--- src/rpvi_pkg.sv ---
package rpvi_pkg;

  localparam int unsigned CordicIters = 16;
  localparam logic signed [33:0] CordicK = 34'sd652032874;

  typedef enum logic [5:0] {
    S_IDLE,
    S_CORD_EL,
    S_CORD_AZ,
    S_M1, S_M2, S_M3, S_M4, S_M5, S_M6, S_M7, S_M8, S_M9, S_M10,
    S_DIV_X, S_DIV_Y, S_DIV_Z,
    S_P1, S_P2, S_P3, S_P4, S_P5, S_P6, S_P7,
    S_P8, S_P9, S_P10, S_P11, S_P12, S_P13, S_P14,
    S_FIN
  } rpvi_state_t;

  // arctan(2^-i) in 2^-32 turn
  function automatic logic [29:0] atan_val(input logic [3:0] i);
    logic [29:0] v;
    case (i)
      4'd0:    v = 30'd536870912;
      4'd1:    v = 30'd316933406;
      4'd2:    v = 30'd167458907;
      4'd3:    v = 30'd85004756;
      4'd4:    v = 30'd42667331;
      4'd5:    v = 30'd21354465;
      4'd6:    v = 30'd10679838;
      4'd7:    v = 30'd5340245;
      4'd8:    v = 30'd2670163;
      4'd9:    v = 30'd1335087;
      4'd10:   v = 30'd667544;
      4'd11:   v = 30'd333772;
      4'd12:   v = 30'd166886;
      4'd13:   v = 30'd83443;
      4'd14:   v = 30'd41722;
      4'd15:   v = 30'd20861;
      default: v = 30'd0;
    endcase
    return v;
  endfunction

endpackage

--- src/rpvi_divider.sv ---
module rpvi_divider (
  input  logic               clk,
  input  logic               rst,
  input  logic               start,
  input  logic signed [35:0] num,
  input  logic [31:0]        den,
  output logic               done,
  output logic signed [36:0] quo
);
  import rpvi_pkg::*;

  localparam int unsigned NumBits = 36;
  localparam int unsigned Steps   = NumBits / 2;

  logic [NumBits-1:0] dvd, q, mag;
  logic [32:0]        rem;
  logic [31:0]        den_r;
  logic               neg;
  logic [4:0]         cnt;
  logic               busy;
  logic [32:0]        r1, r1n, r2, r2n;
  logic               ge1, ge2;

  assign mag = num[35] ? 36'(-num) : 36'(num);

  always_comb begin
    r1  = {rem[31:0], dvd[NumBits-1]};
    ge1 = r1 >= {1'b0, den_r};
    r1n = ge1 ? r1 - {1'b0, den_r} : r1;
    r2  = {r1n[31:0], dvd[NumBits-2]};
    ge2 = r2 >= {1'b0, den_r};
    r2n = ge2 ? r2 - {1'b0, den_r} : r2;
  end

  always_ff @(posedge clk) begin
    if (rst) begin
      busy <= 1'b0;
      done <= 1'b0;
      cnt  <= '0;
    end else begin
      done <= 1'b0;
      if (start) begin
        busy <= 1'b1;
        cnt  <= '0;
      end else if (busy) begin
        cnt <= cnt + 5'd1;
        if (cnt == 5'(Steps - 1)) begin
          busy <= 1'b0;
          done <= 1'b1;
        end
      end
    end
  end

  always_ff @(posedge clk) begin
    if (start) begin
      // add half the divisor for round half away from zero
      dvd   <= mag + 36'(den >> 1);
      den_r <= den;
      neg   <= num[35];
      rem   <= '0;
      q     <= '0;
    end else if (busy) begin
      dvd <= {dvd[NumBits-3:0], 2'b00};
      rem <= r2n;
      q   <= {q[NumBits-3:0], ge1, ge2};
    end
  end

  assign quo = neg ? -$signed({1'b0, q}) : $signed({1'b0, q});

endmodule

--- config.mk ---
export PLATFORM = sky130hd
export DESIGN_NAME = rpvi_divider
export DESIGN_NICKNAME = d
export VERILOG_FILES = /design/src/rpvi_pkg.sv /design/src/rpvi_divider.sv
export SDC_FILE = /design/constraint.sdc
export NUM_CORES = 1
export LEC_CHECK = 0
export BUFFER_PORTS_ARGS = -buffer_cell sky130_fd_sc_hd__buf_2
export CAP_MARGIN = 20
export CORE_MARGIN = 4
export CORE_UTILIZATION = 25
export DETAILED_ROUTE_END_ITERATION = 10
export GPL_TIMING_DRIVEN = 0
export SYNTH_ARGS = -nofsm -noshare
export SYNTH_HDL_FRONTEND = slang
export SYNTH_SLANG_ARGS = --single-unit
--- constraint.sdc ---
create_clock -name clk -period 5.73 [get_ports clk]
set_input_delay 0.2865 -clock clk [delete_from_list [all_inputs] [get_ports clk]]
set_output_delay 0.2865 -clock clk [all_outputs]
set_load 0.01 [all_outputs]
==> flow_summary.toml <==
[logic_synthesis]
ys_top_cells_by_area = "edfxtp_1, dfxtp_1, ha_1, xnor2_1, nor2_1"
yosysMostFrequentCell = "nor2_1"
netlist-cell-type-count = 79
avgSynthCellArea_sq_um = 8.58
syn_nets = 1592
dominantRegCellSynth = "dfxtp_1"
synth_top_area_share = 0.170
synth_seq_area_share = 0.293
synthArstFlopShare = 0
syn-instance-count = 1419
synth_common_cells = "nor2_1, xnor2_1, nand2_1, ha_1, a21oi_1"
netlist_area_sq_um = 12200
ys_warn_count = 0
synth-seq-cells = 144
synth_top_area_cell = "edfxtp_1"
synth_edf_count = 69

[routing]
vias = 11300
ant_nets = 0
vias_per_cell = 5.16
drt-initial-drc-count = 684
routedWlPerCell_um = 17.6
wirelength_mm = 38.5
drt_pass1_iterations = 5
drc = 0

[power]
leakage_nw = 6.09
ir_worst_vdd_v = 0.000208
power_mw = 5.88
p_per_area_nw_per_um2 = 397

[final_layout]
drive_above_1_share = 0.185
finalNonFillerCells = 2195
diodes = 0
nNetsFinal = 1740
syn2layout_area_growth_pct = 21.5
final_core_util = 0.309

[worst_setup_path]
cp.arrival_ns = 5.83
rrSetupSlack_ns = 0.20
critPathKind = "reg -> reg"
r2r-end = "rem[2]$_SDFFE_PP0P_"
regToRegStartpoint = "dvd[35]$_DFFE_PP_"
crit_top_cell = "nor2_1"
cp_slowest_stage_delay_ns = 0.50
ff2ff_path_depth = 23
critPathBufInv = 5
critPathMaxFanout = 10
crit_family = "compound AO/OA/AOI/OAI gates"
cp-start-kind = "flip-flop"
worstPathRequired_ns = 6.03
slowest_stage = "nor4bb_1"
crit_chain = "inv_1, ha_1, inv_1, fa_2, a211oi_2, nor2_1, o221ai_2, a211oi_2, buf_4, nor4bb_1, nor2_1, xnor2_1, a21oi_1, ha_1, nand3_1, nor2_1, a41o_1, a2111o_1, or3_1, buf_6, buf_6, mux2i_1, o22ai_1"
critPathCaptureType = "flip-flop"

[placed_design]
port_buffers = 107
post-place-cells = 2141
dpl_worst_slack_ns = -2.03
dp_hpwl_mm = 30.2
place_congestion = 0.921

[hold_path]
hp-start = "num[35]"
min_path_type = "in -> reg"
holdPathEnd = "neg$_DFFE_PP_"
min_delay_path_depth = 1

[job]
maxCapViolations = 0

[timing]
slew_violations = 0
max_slew_margin = 0.353
setup_slack_ns = 0.200
max_freq_mhz = 181
worst_pin_slew_ns = 0.970
setup-violations-final = 0
hold_viol = 0
finClkSkew_ns = 0.0133
period_needed_ns = 5.53
post-route-period-util = 0.965
rsz0062_at_grt = "yes"

[grt]
grt_max_degree = 38
grt-ovfl-total = 0
grt_pass1_vias = 10900
track_usage = 0.142
grt_pass1_wl_mm = 59.7
antenna_found_initial = 0

[die]
dieArea_sq_um = 52300
design.portCount = 109
core_area_sq_um = 47900
start_util = 0.254
fp.dieH_um = 229
dieWidth_um = 229
fp-row-count = 80

[clocking]
clock_latency_ns = 0.45
tritoncts = "built"
clockBufferDepth = 2
clock-sinks = 144
htreeDepth = 4
clkSlewWorstSetupHoldPaths_ns = 0.06
cts_buffers = 17
cts_root_buffer = "clkbuf_16"

[run_status]
status = "finished clean"
stage by stage:
stage          instance area (sq um)  setup TNS [ns]  hold slack, ns
2_1_floorplan                  12200               0           0.358
3_3_place_gp                   13500          -52.43           0.459
3_5_place_dp                   13500          -53.63           0.466
4_1_cts                        14400               0          0.0135
5_1_grt                        14800          -0.233          0.0245
6_report                       14800               0          0.0348
worst max path at each step:
stage,cells after the start,slack (ns),startpoint,to
2_1_floorplan,25,0.19,den_r[11]$_DFFE_PP_,rem[2]$_SDFFE_PP0P_
3_3_place_gp,24,-1.94,den_r[11]$_DFFE_PP_,rem[3]$_SDFFE_PP0P_
3_5_place_dp,24,-2.03,den_r[11]$_DFFE_PP_,rem[3]$_SDFFE_PP0P_
4_1_cts,24,0.005,den_r[11]$_DFFE_PP_,rem[2]$_SDFFE_PP0P_
5_1_grt,25,-0.08,dvd[35]$_DFFE_PP_,rem[26]$_SDFFE_PP0P_
6_report,23,0.20,dvd[35]$_DFFE_PP_,rem[2]$_SDFFE_PP0P_
state kept, by name, indices dropped and copies added, names as in the netlist:
signal and flops:
done 1, neg 1, dvd 36, den_r 32
busy 1, q 36, rem 32, cnt 5
per-layer routing:
layer / global-route usage / wire [um]
met2: 0.252 / 19100
met1: 0.179 / 16900
met4: 0.0431 / 959
met5: 0 / 0
met3: 0.0191 / 1560
cells by family (layout without fill, tap and decap cells):
logic type / count (synthesis) / count (layout) / synth area share
AO/OA/AOI/OAI: 402 / 402 / 0.222
buffers and inverters: 116 / 277 / 0.0368
AND/OR/NAND/NOR: 431 / 431 / 0.170
flip-flops: 144 / 144 / 0.293
XOR/XNOR: 148 / 148 / 0.106
adder cells (fa/ha/maj): 102 / 102 / 0.107
multiplexers: 76 / 76 / 0.0649
power breakdown:
group	switching [mW]	total (mW)	internal (mW)	leakage, nW
registers	0.0851	1.32	1.23	1.30
clock network	0.467	1.10	0.637	0.259
logic	1.97	3.46	1.49	4.53
total	2.52	5.88	3.36	6.09
layout by cell type (no fill, tap or decap), drive strengths merged, types with 22 or more instances in the layout:
master	synthesis	routed
buf	14	149
nor2	147	147
xnor2	119	119
nand2	114	114
ha	99	99
a21oi	87	87
dfxtp	75	75
o21ai	74	74
edfxtp	69	69
inv	61	61
a21o	56	56
mux2i	52	52
clkbuf	41	51
a211oi	43	43
o31ai	30	30
xor2	29	29
nand3	26	26
mux2	24	24
nor3	22	22
layout make-up:
class | count | area (sq um)
buffer | 48 | 287
sequential | 144 | 3570
clock inverter | 14 | 144
tap | 615 | 769
timing repair buffer | 136 | 758
clock buffer | 18 | 429
inverter | 61 | 229
multi-input combinational | 1159 | 8610
fill | 4943 | 33200
repair_timing:
item	CTS	global route
endpoints found under the hold margin	2	0
pin swaps	12	17
setup endpoints to repair	33	33
buffers inserted	18	9
gates resized for setup	52	80
hold buffers	2	0
Note: power is estimated with default switching activity, not from simulation.
