===== src/rpvi_pkg.sv =====
package rpvi_pkg;

  localparam int unsigned CordicIters = 16;
  localparam logic signed [33:0] CordicK = 34'sd652032874;

  typedef enum logic [5:0] {
    S_IDLE,
    S_CORD_EL,
    S_CORD_AZ,
    S_M1, S_M2, S_M3, S_M4, S_M5, S_M6, S_M7, S_M8, S_M9, S_M10,
    S_DIV_X, S_DIV_Y, S_DIV_Z,
    S_P1, S_P2, S_P3, S_P4, S_P5, S_P6, S_P7,
    S_P8, S_P9, S_P10, S_P11, S_P12, S_P13, S_P14,
    S_FIN
  } rpvi_state_t;

  // arctan(2^-i) in 2^-32 turn
  function automatic logic [29:0] atan_val(input logic [3:0] i);
    logic [29:0] v;
    case (i)
      4'd0:    v = 30'd536870912;
      4'd1:    v = 30'd316933406;
      4'd2:    v = 30'd167458907;
      4'd3:    v = 30'd85004756;
      4'd4:    v = 30'd42667331;
      4'd5:    v = 30'd21354465;
      4'd6:    v = 30'd10679838;
      4'd7:    v = 30'd5340245;
      4'd8:    v = 30'd2670163;
      4'd9:    v = 30'd1335087;
      4'd10:   v = 30'd667544;
      4'd11:   v = 30'd333772;
      4'd12:   v = 30'd166886;
      4'd13:   v = 30'd83443;
      4'd14:   v = 30'd41722;
      4'd15:   v = 30'd20861;
      default: v = 30'd0;
    endcase
    return v;
  endfunction

endpackage


===== src/rpvi_cordic.sv =====
module rpvi_cordic (
  input  logic               clk,
  input  logic               rst,
  input  logic               start,
  input  logic [15:0]        angle,
  output logic               done,
  output logic signed [17:0] cos_q16,
  output logic signed [17:0] sin_q16
);
  import rpvi_pkg::*;

  logic signed [33:0] x, y, z;
  logic [1:0]         quad;
  logic [3:0]         cnt;
  logic               busy;
  logic signed [33:0] dx, dy, xr, yr;
  logic signed [17:0] cc, ss;

  assign dx = y >>> cnt;
  assign dy = x >>> cnt;

  always_ff @(posedge clk) begin
    if (rst) begin
      busy <= 1'b0;
      done <= 1'b0;
      cnt  <= '0;
    end else begin
      done <= 1'b0;
      if (start) begin
        busy <= 1'b1;
        cnt  <= '0;
      end else if (busy) begin
        cnt <= cnt + 4'd1;
        if (cnt == 4'(CordicIters - 1)) begin
          busy <= 1'b0;
          done <= 1'b1;
        end
      end
    end
  end

  always_ff @(posedge clk) begin
    if (start) begin
      x    <= CordicK;
      y    <= '0;
      z    <= 34'($signed({4'b0, angle[13:0], 16'b0}));
      quad <= angle[15:14];
    end else if (busy) begin
      if (!z[33]) begin
        x <= x - dx;
        y <= y + dy;
        z <= z - 34'($signed({4'b0, atan_val(cnt)}));
      end else begin
        x <= x + dx;
        y <= y - dy;
        z <= z + 34'($signed({4'b0, atan_val(cnt)}));
      end
    end
  end

  // round to Q.16 then fold back into the full circle
  assign xr = x + 34'sd8192;
  assign yr = y + 34'sd8192;
  assign cc = xr[31:14];
  assign ss = yr[31:14];

  always_comb begin
    case (quad)
      2'd0:    begin cos_q16 = cc;  sin_q16 = ss;  end
      2'd1:    begin cos_q16 = -ss; sin_q16 = cc;  end
      2'd2:    begin cos_q16 = -cc; sin_q16 = -ss; end
      default: begin cos_q16 = ss;  sin_q16 = -cc; end
    endcase
  end

endmodule


===== config.mk =====
export PLATFORM = sky130hd
export DESIGN_NAME = rpvi_cordic
export DESIGN_NICKNAME = d
export VERILOG_FILES = /design/src/rpvi_pkg.sv /design/src/rpvi_cordic.sv
export SDC_FILE = /design/constraint.sdc
export NUM_CORES = 1
export LEC_CHECK = 0
export BUFFER_PORTS_ARGS = -buffer_cell sky130_fd_sc_hd__buf_2
export CORE_ASPECT_RATIO = 0.7
export CORE_MARGIN = 8
export CORE_UTILIZATION = 55
export CTS_BUF_LIST = sky130_fd_sc_hd__clkbuf_4
export CTS_CLUSTER_DIAMETER = 50
export CTS_CLUSTER_SIZE = 8
export DETAILED_ROUTE_END_ITERATION = 10
export GPL_TIMING_DRIVEN = 0
export PLACE_DENSITY = 0.76
export SYNTH_ARGS = -nofsm -noshare
export SYNTH_HDL_FRONTEND = slang
export SYNTH_SLANG_ARGS = --single-unit

===== constraint.sdc =====
create_clock -name clk -period 6.4 [get_ports clk]
set_input_delay 0.64 -clock clk [delete_from_list [all_inputs] [get_ports clk]]
set_output_delay 0.64 -clock clk [all_outputs]
set_load 0.05 [all_outputs]

==> summary.txt <==
Setup path
  • Critical Path AT: 6.87 ns
  • CP Class: flip-flop to flip-flop
  • Critical Path Start Type: flip-flop
  • WP data required: 6.97 ns
  • Peak per-stage delay on the critical path: 0.55 ns
  • Worst Path Max Fanout: 10
  • Worst path most repeated cell: clkbuf_4
  • Crit path cell chain: clkbuf_4, clkbuf_4, clkbuf_4, buf_2, clkbuf_4, o21a_1, ha_1, a21boi_2, inv_1, nor3_4, and2_1, nor2_1, xnor2_1, ha_1, a21o_1, a21oi_1, a21boi_0, a21oi_4, o31a_1, o21ai_0, xnor2_1, nand3_1, a21oi_1
  • Crit-path slowest cell: dfxtp_2
  • Crit end category: flip-flop

Logic synthesis
  • Mapped cell area: 0.01834 mm2
  • Ys Warns: 0
  • Post-Synthesis Cells: 2,347
  • EDFF count, synth: 16
  • Ranking of synthesized cells by area: dfxtp_1 (14%), mux4_2 (9.0%), ha_1 (7.8%)
  • Sequential share of the synthesized area: 16.16%
  • Main synth FF type: dfxtp_1
  • Syn Nets: 2,483
  • Number of synthesized register bits: 140
  • Synth unique cells: 92
  • Syn_area_per_cell: 7.814 um2
  • Async set-reset flop share out of synthesis: 0%
  • Yosys top cell area share: 13.54%
  • Synth area leader: dfxtp_1

Power and ir drop
  • Tot Pwr: 0.01167 W
  • Cell Pwr Density: 596.0 mW/mm2
  • Leak: 8.070 nW
  • Maximum vdd ir drop: 0.6213 mV

Cells and area
  • Final Core Density: 59.09%
  • Layout cells sized above 1: 11.72%
  • Design area: 0.01959 mm2
  • Synthesis-to-finish area growth: 6.788%
  • Nets: 2,554

Clock tree
  • CTS Buf Count: 17
  • Clock sink count: 140
  • CTS tree: done
  • Longest Clk Path Bufs: 2
  • CTS Root Buffer Type: clkbuf_4
  • Worst-path clk slew: 0.17 ns
  • Hold Buf Count CTS: 0
  • Htree depth: 4
  • Setup Fix Bufs, Post-CTS: 0
  • Clock Latency Late Sink: 0.66 ns

Drt
  • Initial DRC count: 2,973
  • Via-to-Cell Ratio: 7.015
  • Final Routed Wirelength: 79,540 um
  • DR vias: 20,146
  • 1st-pass router iterations: 6
  • Antenna viol nets, final: 0
  • DRC violations left: 0
  • Avg WL per Cell: 27.69 um

Placed design
  • PortBufs: 55
  • Placed cell area: 0.01916 mm2
  • DP HPWL: 62,620 um
  • Placer congestion estimate: 1.104

Global route
  • Vias in the first global route: 18,195
  • Largest net degree at the start of global routing: 20
  • Initial antenna violation count: 6
  • GRT Residual Overflow: 0
  • First-pass GRT wire length: 117,900 um
  • Gr usage total: 39.50%

STA
  • Fin Clk Skew: 0.04044 ns
  • Final min period: 6.300 ns
  • Final hold violations: 0
  • Final count of negative-setup-slack endpoints: 0
  • Worst-margin pin slew: 1.501 ns
  • Max Clk Rate: 158.7 MHz
  • Relative slew slack: -0.4582%
  • Tcrit/Tclk final: 98.44%
  • Final Slew Violations: 9

Min path
  • Min-delay worst type: input port to flip-flop

Floorplanning
  • Core Region: 0.03314 mm2
  • Die Area: 0.03954 mm2
  • Starting Density: 55.34%
  • Chip height: 168.8 um
  • IO Pins: 56
  • Site Rows: 56
  • Die W: 234.3 um

Status
  • Status: complete, but fails checks
  • Failing checks: capacitance limit, slew limit

Flow run
  • Max Cap Viol: 1
[worst max-delay path: cells and delay by family (launching register included)]
| kind | cells | cell delay [ns] |
|---|---|---|
| buf+inv | 6 | 1.91 |
| compound gates | 9 | 1.87 |
| xor+xnor | 2 | 0.39 |
| simple gates | 4 | 0.87 |
| flops | 1 | 0.55 |
| fa+ha+maj | 2 | 0.66 |
[metal layers]
| layer | vias to the layer above | part of all wire, % | GRT usage [%] |
|---|---|---|---|
| li1 | 8780 | - | - |
| met1 | 9732 | 44 | 58.75 |
| met2 | 1453 | 37 | 51.49 |
| met3 | 173 | 16 | 15.30 |
| met4 | 8 | 2.9 | 10.26 |
| met5 | - | 0.060 | 0 |
[cells in the mapped netlist (all sizes together), types with 16 or more instances]
cell,count
a211oi,36
a21o,54
a21oi,224
a22o,26
a31oi,31
and2,28
and3,33
buf,51
clkbuf,112
dfxtp,124
edfxtp,16
ha,114
inv,66
mux2,29
mux2i,107
mux4,73
nand2,200
nand3,56
nand4,23
nor2,263
nor2b,19
nor3,46
o21a,25
o21ai,125
o21bai,20
xnor2,116
xor2,104
[logic make-up after synthesis]
| logic type | Yosys count | share of synthesized area (%) |
|---|---|---|
| simple gates | 742 | 18.92 |
| compound gates | 689 | 24.21 |
| buf+inv | 230 | 5.369 |
| xor+xnor | 220 | 10.51 |
| mux | 209 | 16.74 |
| flops | 140 | 16.15 |
| fa+ha+maj | 117 | 8.105 |
[cell usage in the layout, fill, tap and decap left out, types with 19 or more instances in the layout]
cell / n
nor2_1: 261
a21oi_1: 222
nand2_1: 200
dfxtp_1: 123
xnor2_1: 116
o21ai_0: 114
ha_1: 113
xor2_1: 104
mux2i_1: 103
clkbuf_1: 100
mux4_2: 73
inv_1: 64
buf_2: 64
nand3_1: 54
a21o_1: 54
nor3_1: 41
a211oi_1: 35
and3_1: 33
clkbuf_4: 32
a31oi_1: 30
and2_1: 27
a22o_1: 26
mux2_2: 25
o21a_1: 25
nand4_1: 22
o21bai_1: 20
nor2b_1: 19
[timing repair]
action                     4_1_cts  5_1_grt
setup endpoints to repair       53       15
pin swaps                        0        2
gates cloned                     0        0
resized for setup               28       40
[path summary, 6_finish.rpt]
path                                          start                  to  slack, ns  cells after the start
worst max-delay path            cnt[3]$_SDFFE_PP0P_  y[33]$_SDFFE_PP0P_       0.10                     23
worst min-delay path                      angle[15]   quad[1]$_DFFE_PP_       0.14                      1
worst max register to register  cnt[3]$_SDFFE_PP0P_  y[33]$_SDFFE_PP0P_       0.10                     23
worst min register to register   z[30]$_SDFFE_PP0P_  z[30]$_SDFFE_PP0P_       0.49                      1
[cell type report]
cell class              count  area, um2
flip-flops and latches    140       2964
clock inverters            15      152.6
inverters                  67      255.2
diodes                      6      15.01
plain buffers             159      792.0
fillers                  3090      13560
clock buffers              17      127.6
well taps                 435      544.3
multi-input cells        1977      14450
repair buffers             56      280.3
[per-stage QoR]
step	cells	worst slack (ns)	setup TNS, ns	hold WS (ns)
floorplan	2347	1.191	0	0.4484
global placement	2837	-2.491	-45.74	0.4633
detailed placement	2837	-2.361	-40.21	0.4659
CTS	2866	0.002342	0	0.1172
global route	2868	-0.003368	-0.003368	0.1126
finish	2872	0.1000	0	0.1445
[power by group]
| group | total, W | switching [W] | internal (W) | leakage [nW] |
|---|---|---|---|---|
| combinational | 0.00957 | 0.00590 | 0.00367 | 6.73 |
| sequential | 0.00145 | 0.000347 | 0.00110 | 1.18 |
| clock | 0.000655 | 0.000448 | 0.000207 | 0.155 |
| total | 0.0117 | 0.00670 | 0.00497 | 8.07 |
Note: power is estimated with default switching activity, not from simulation.
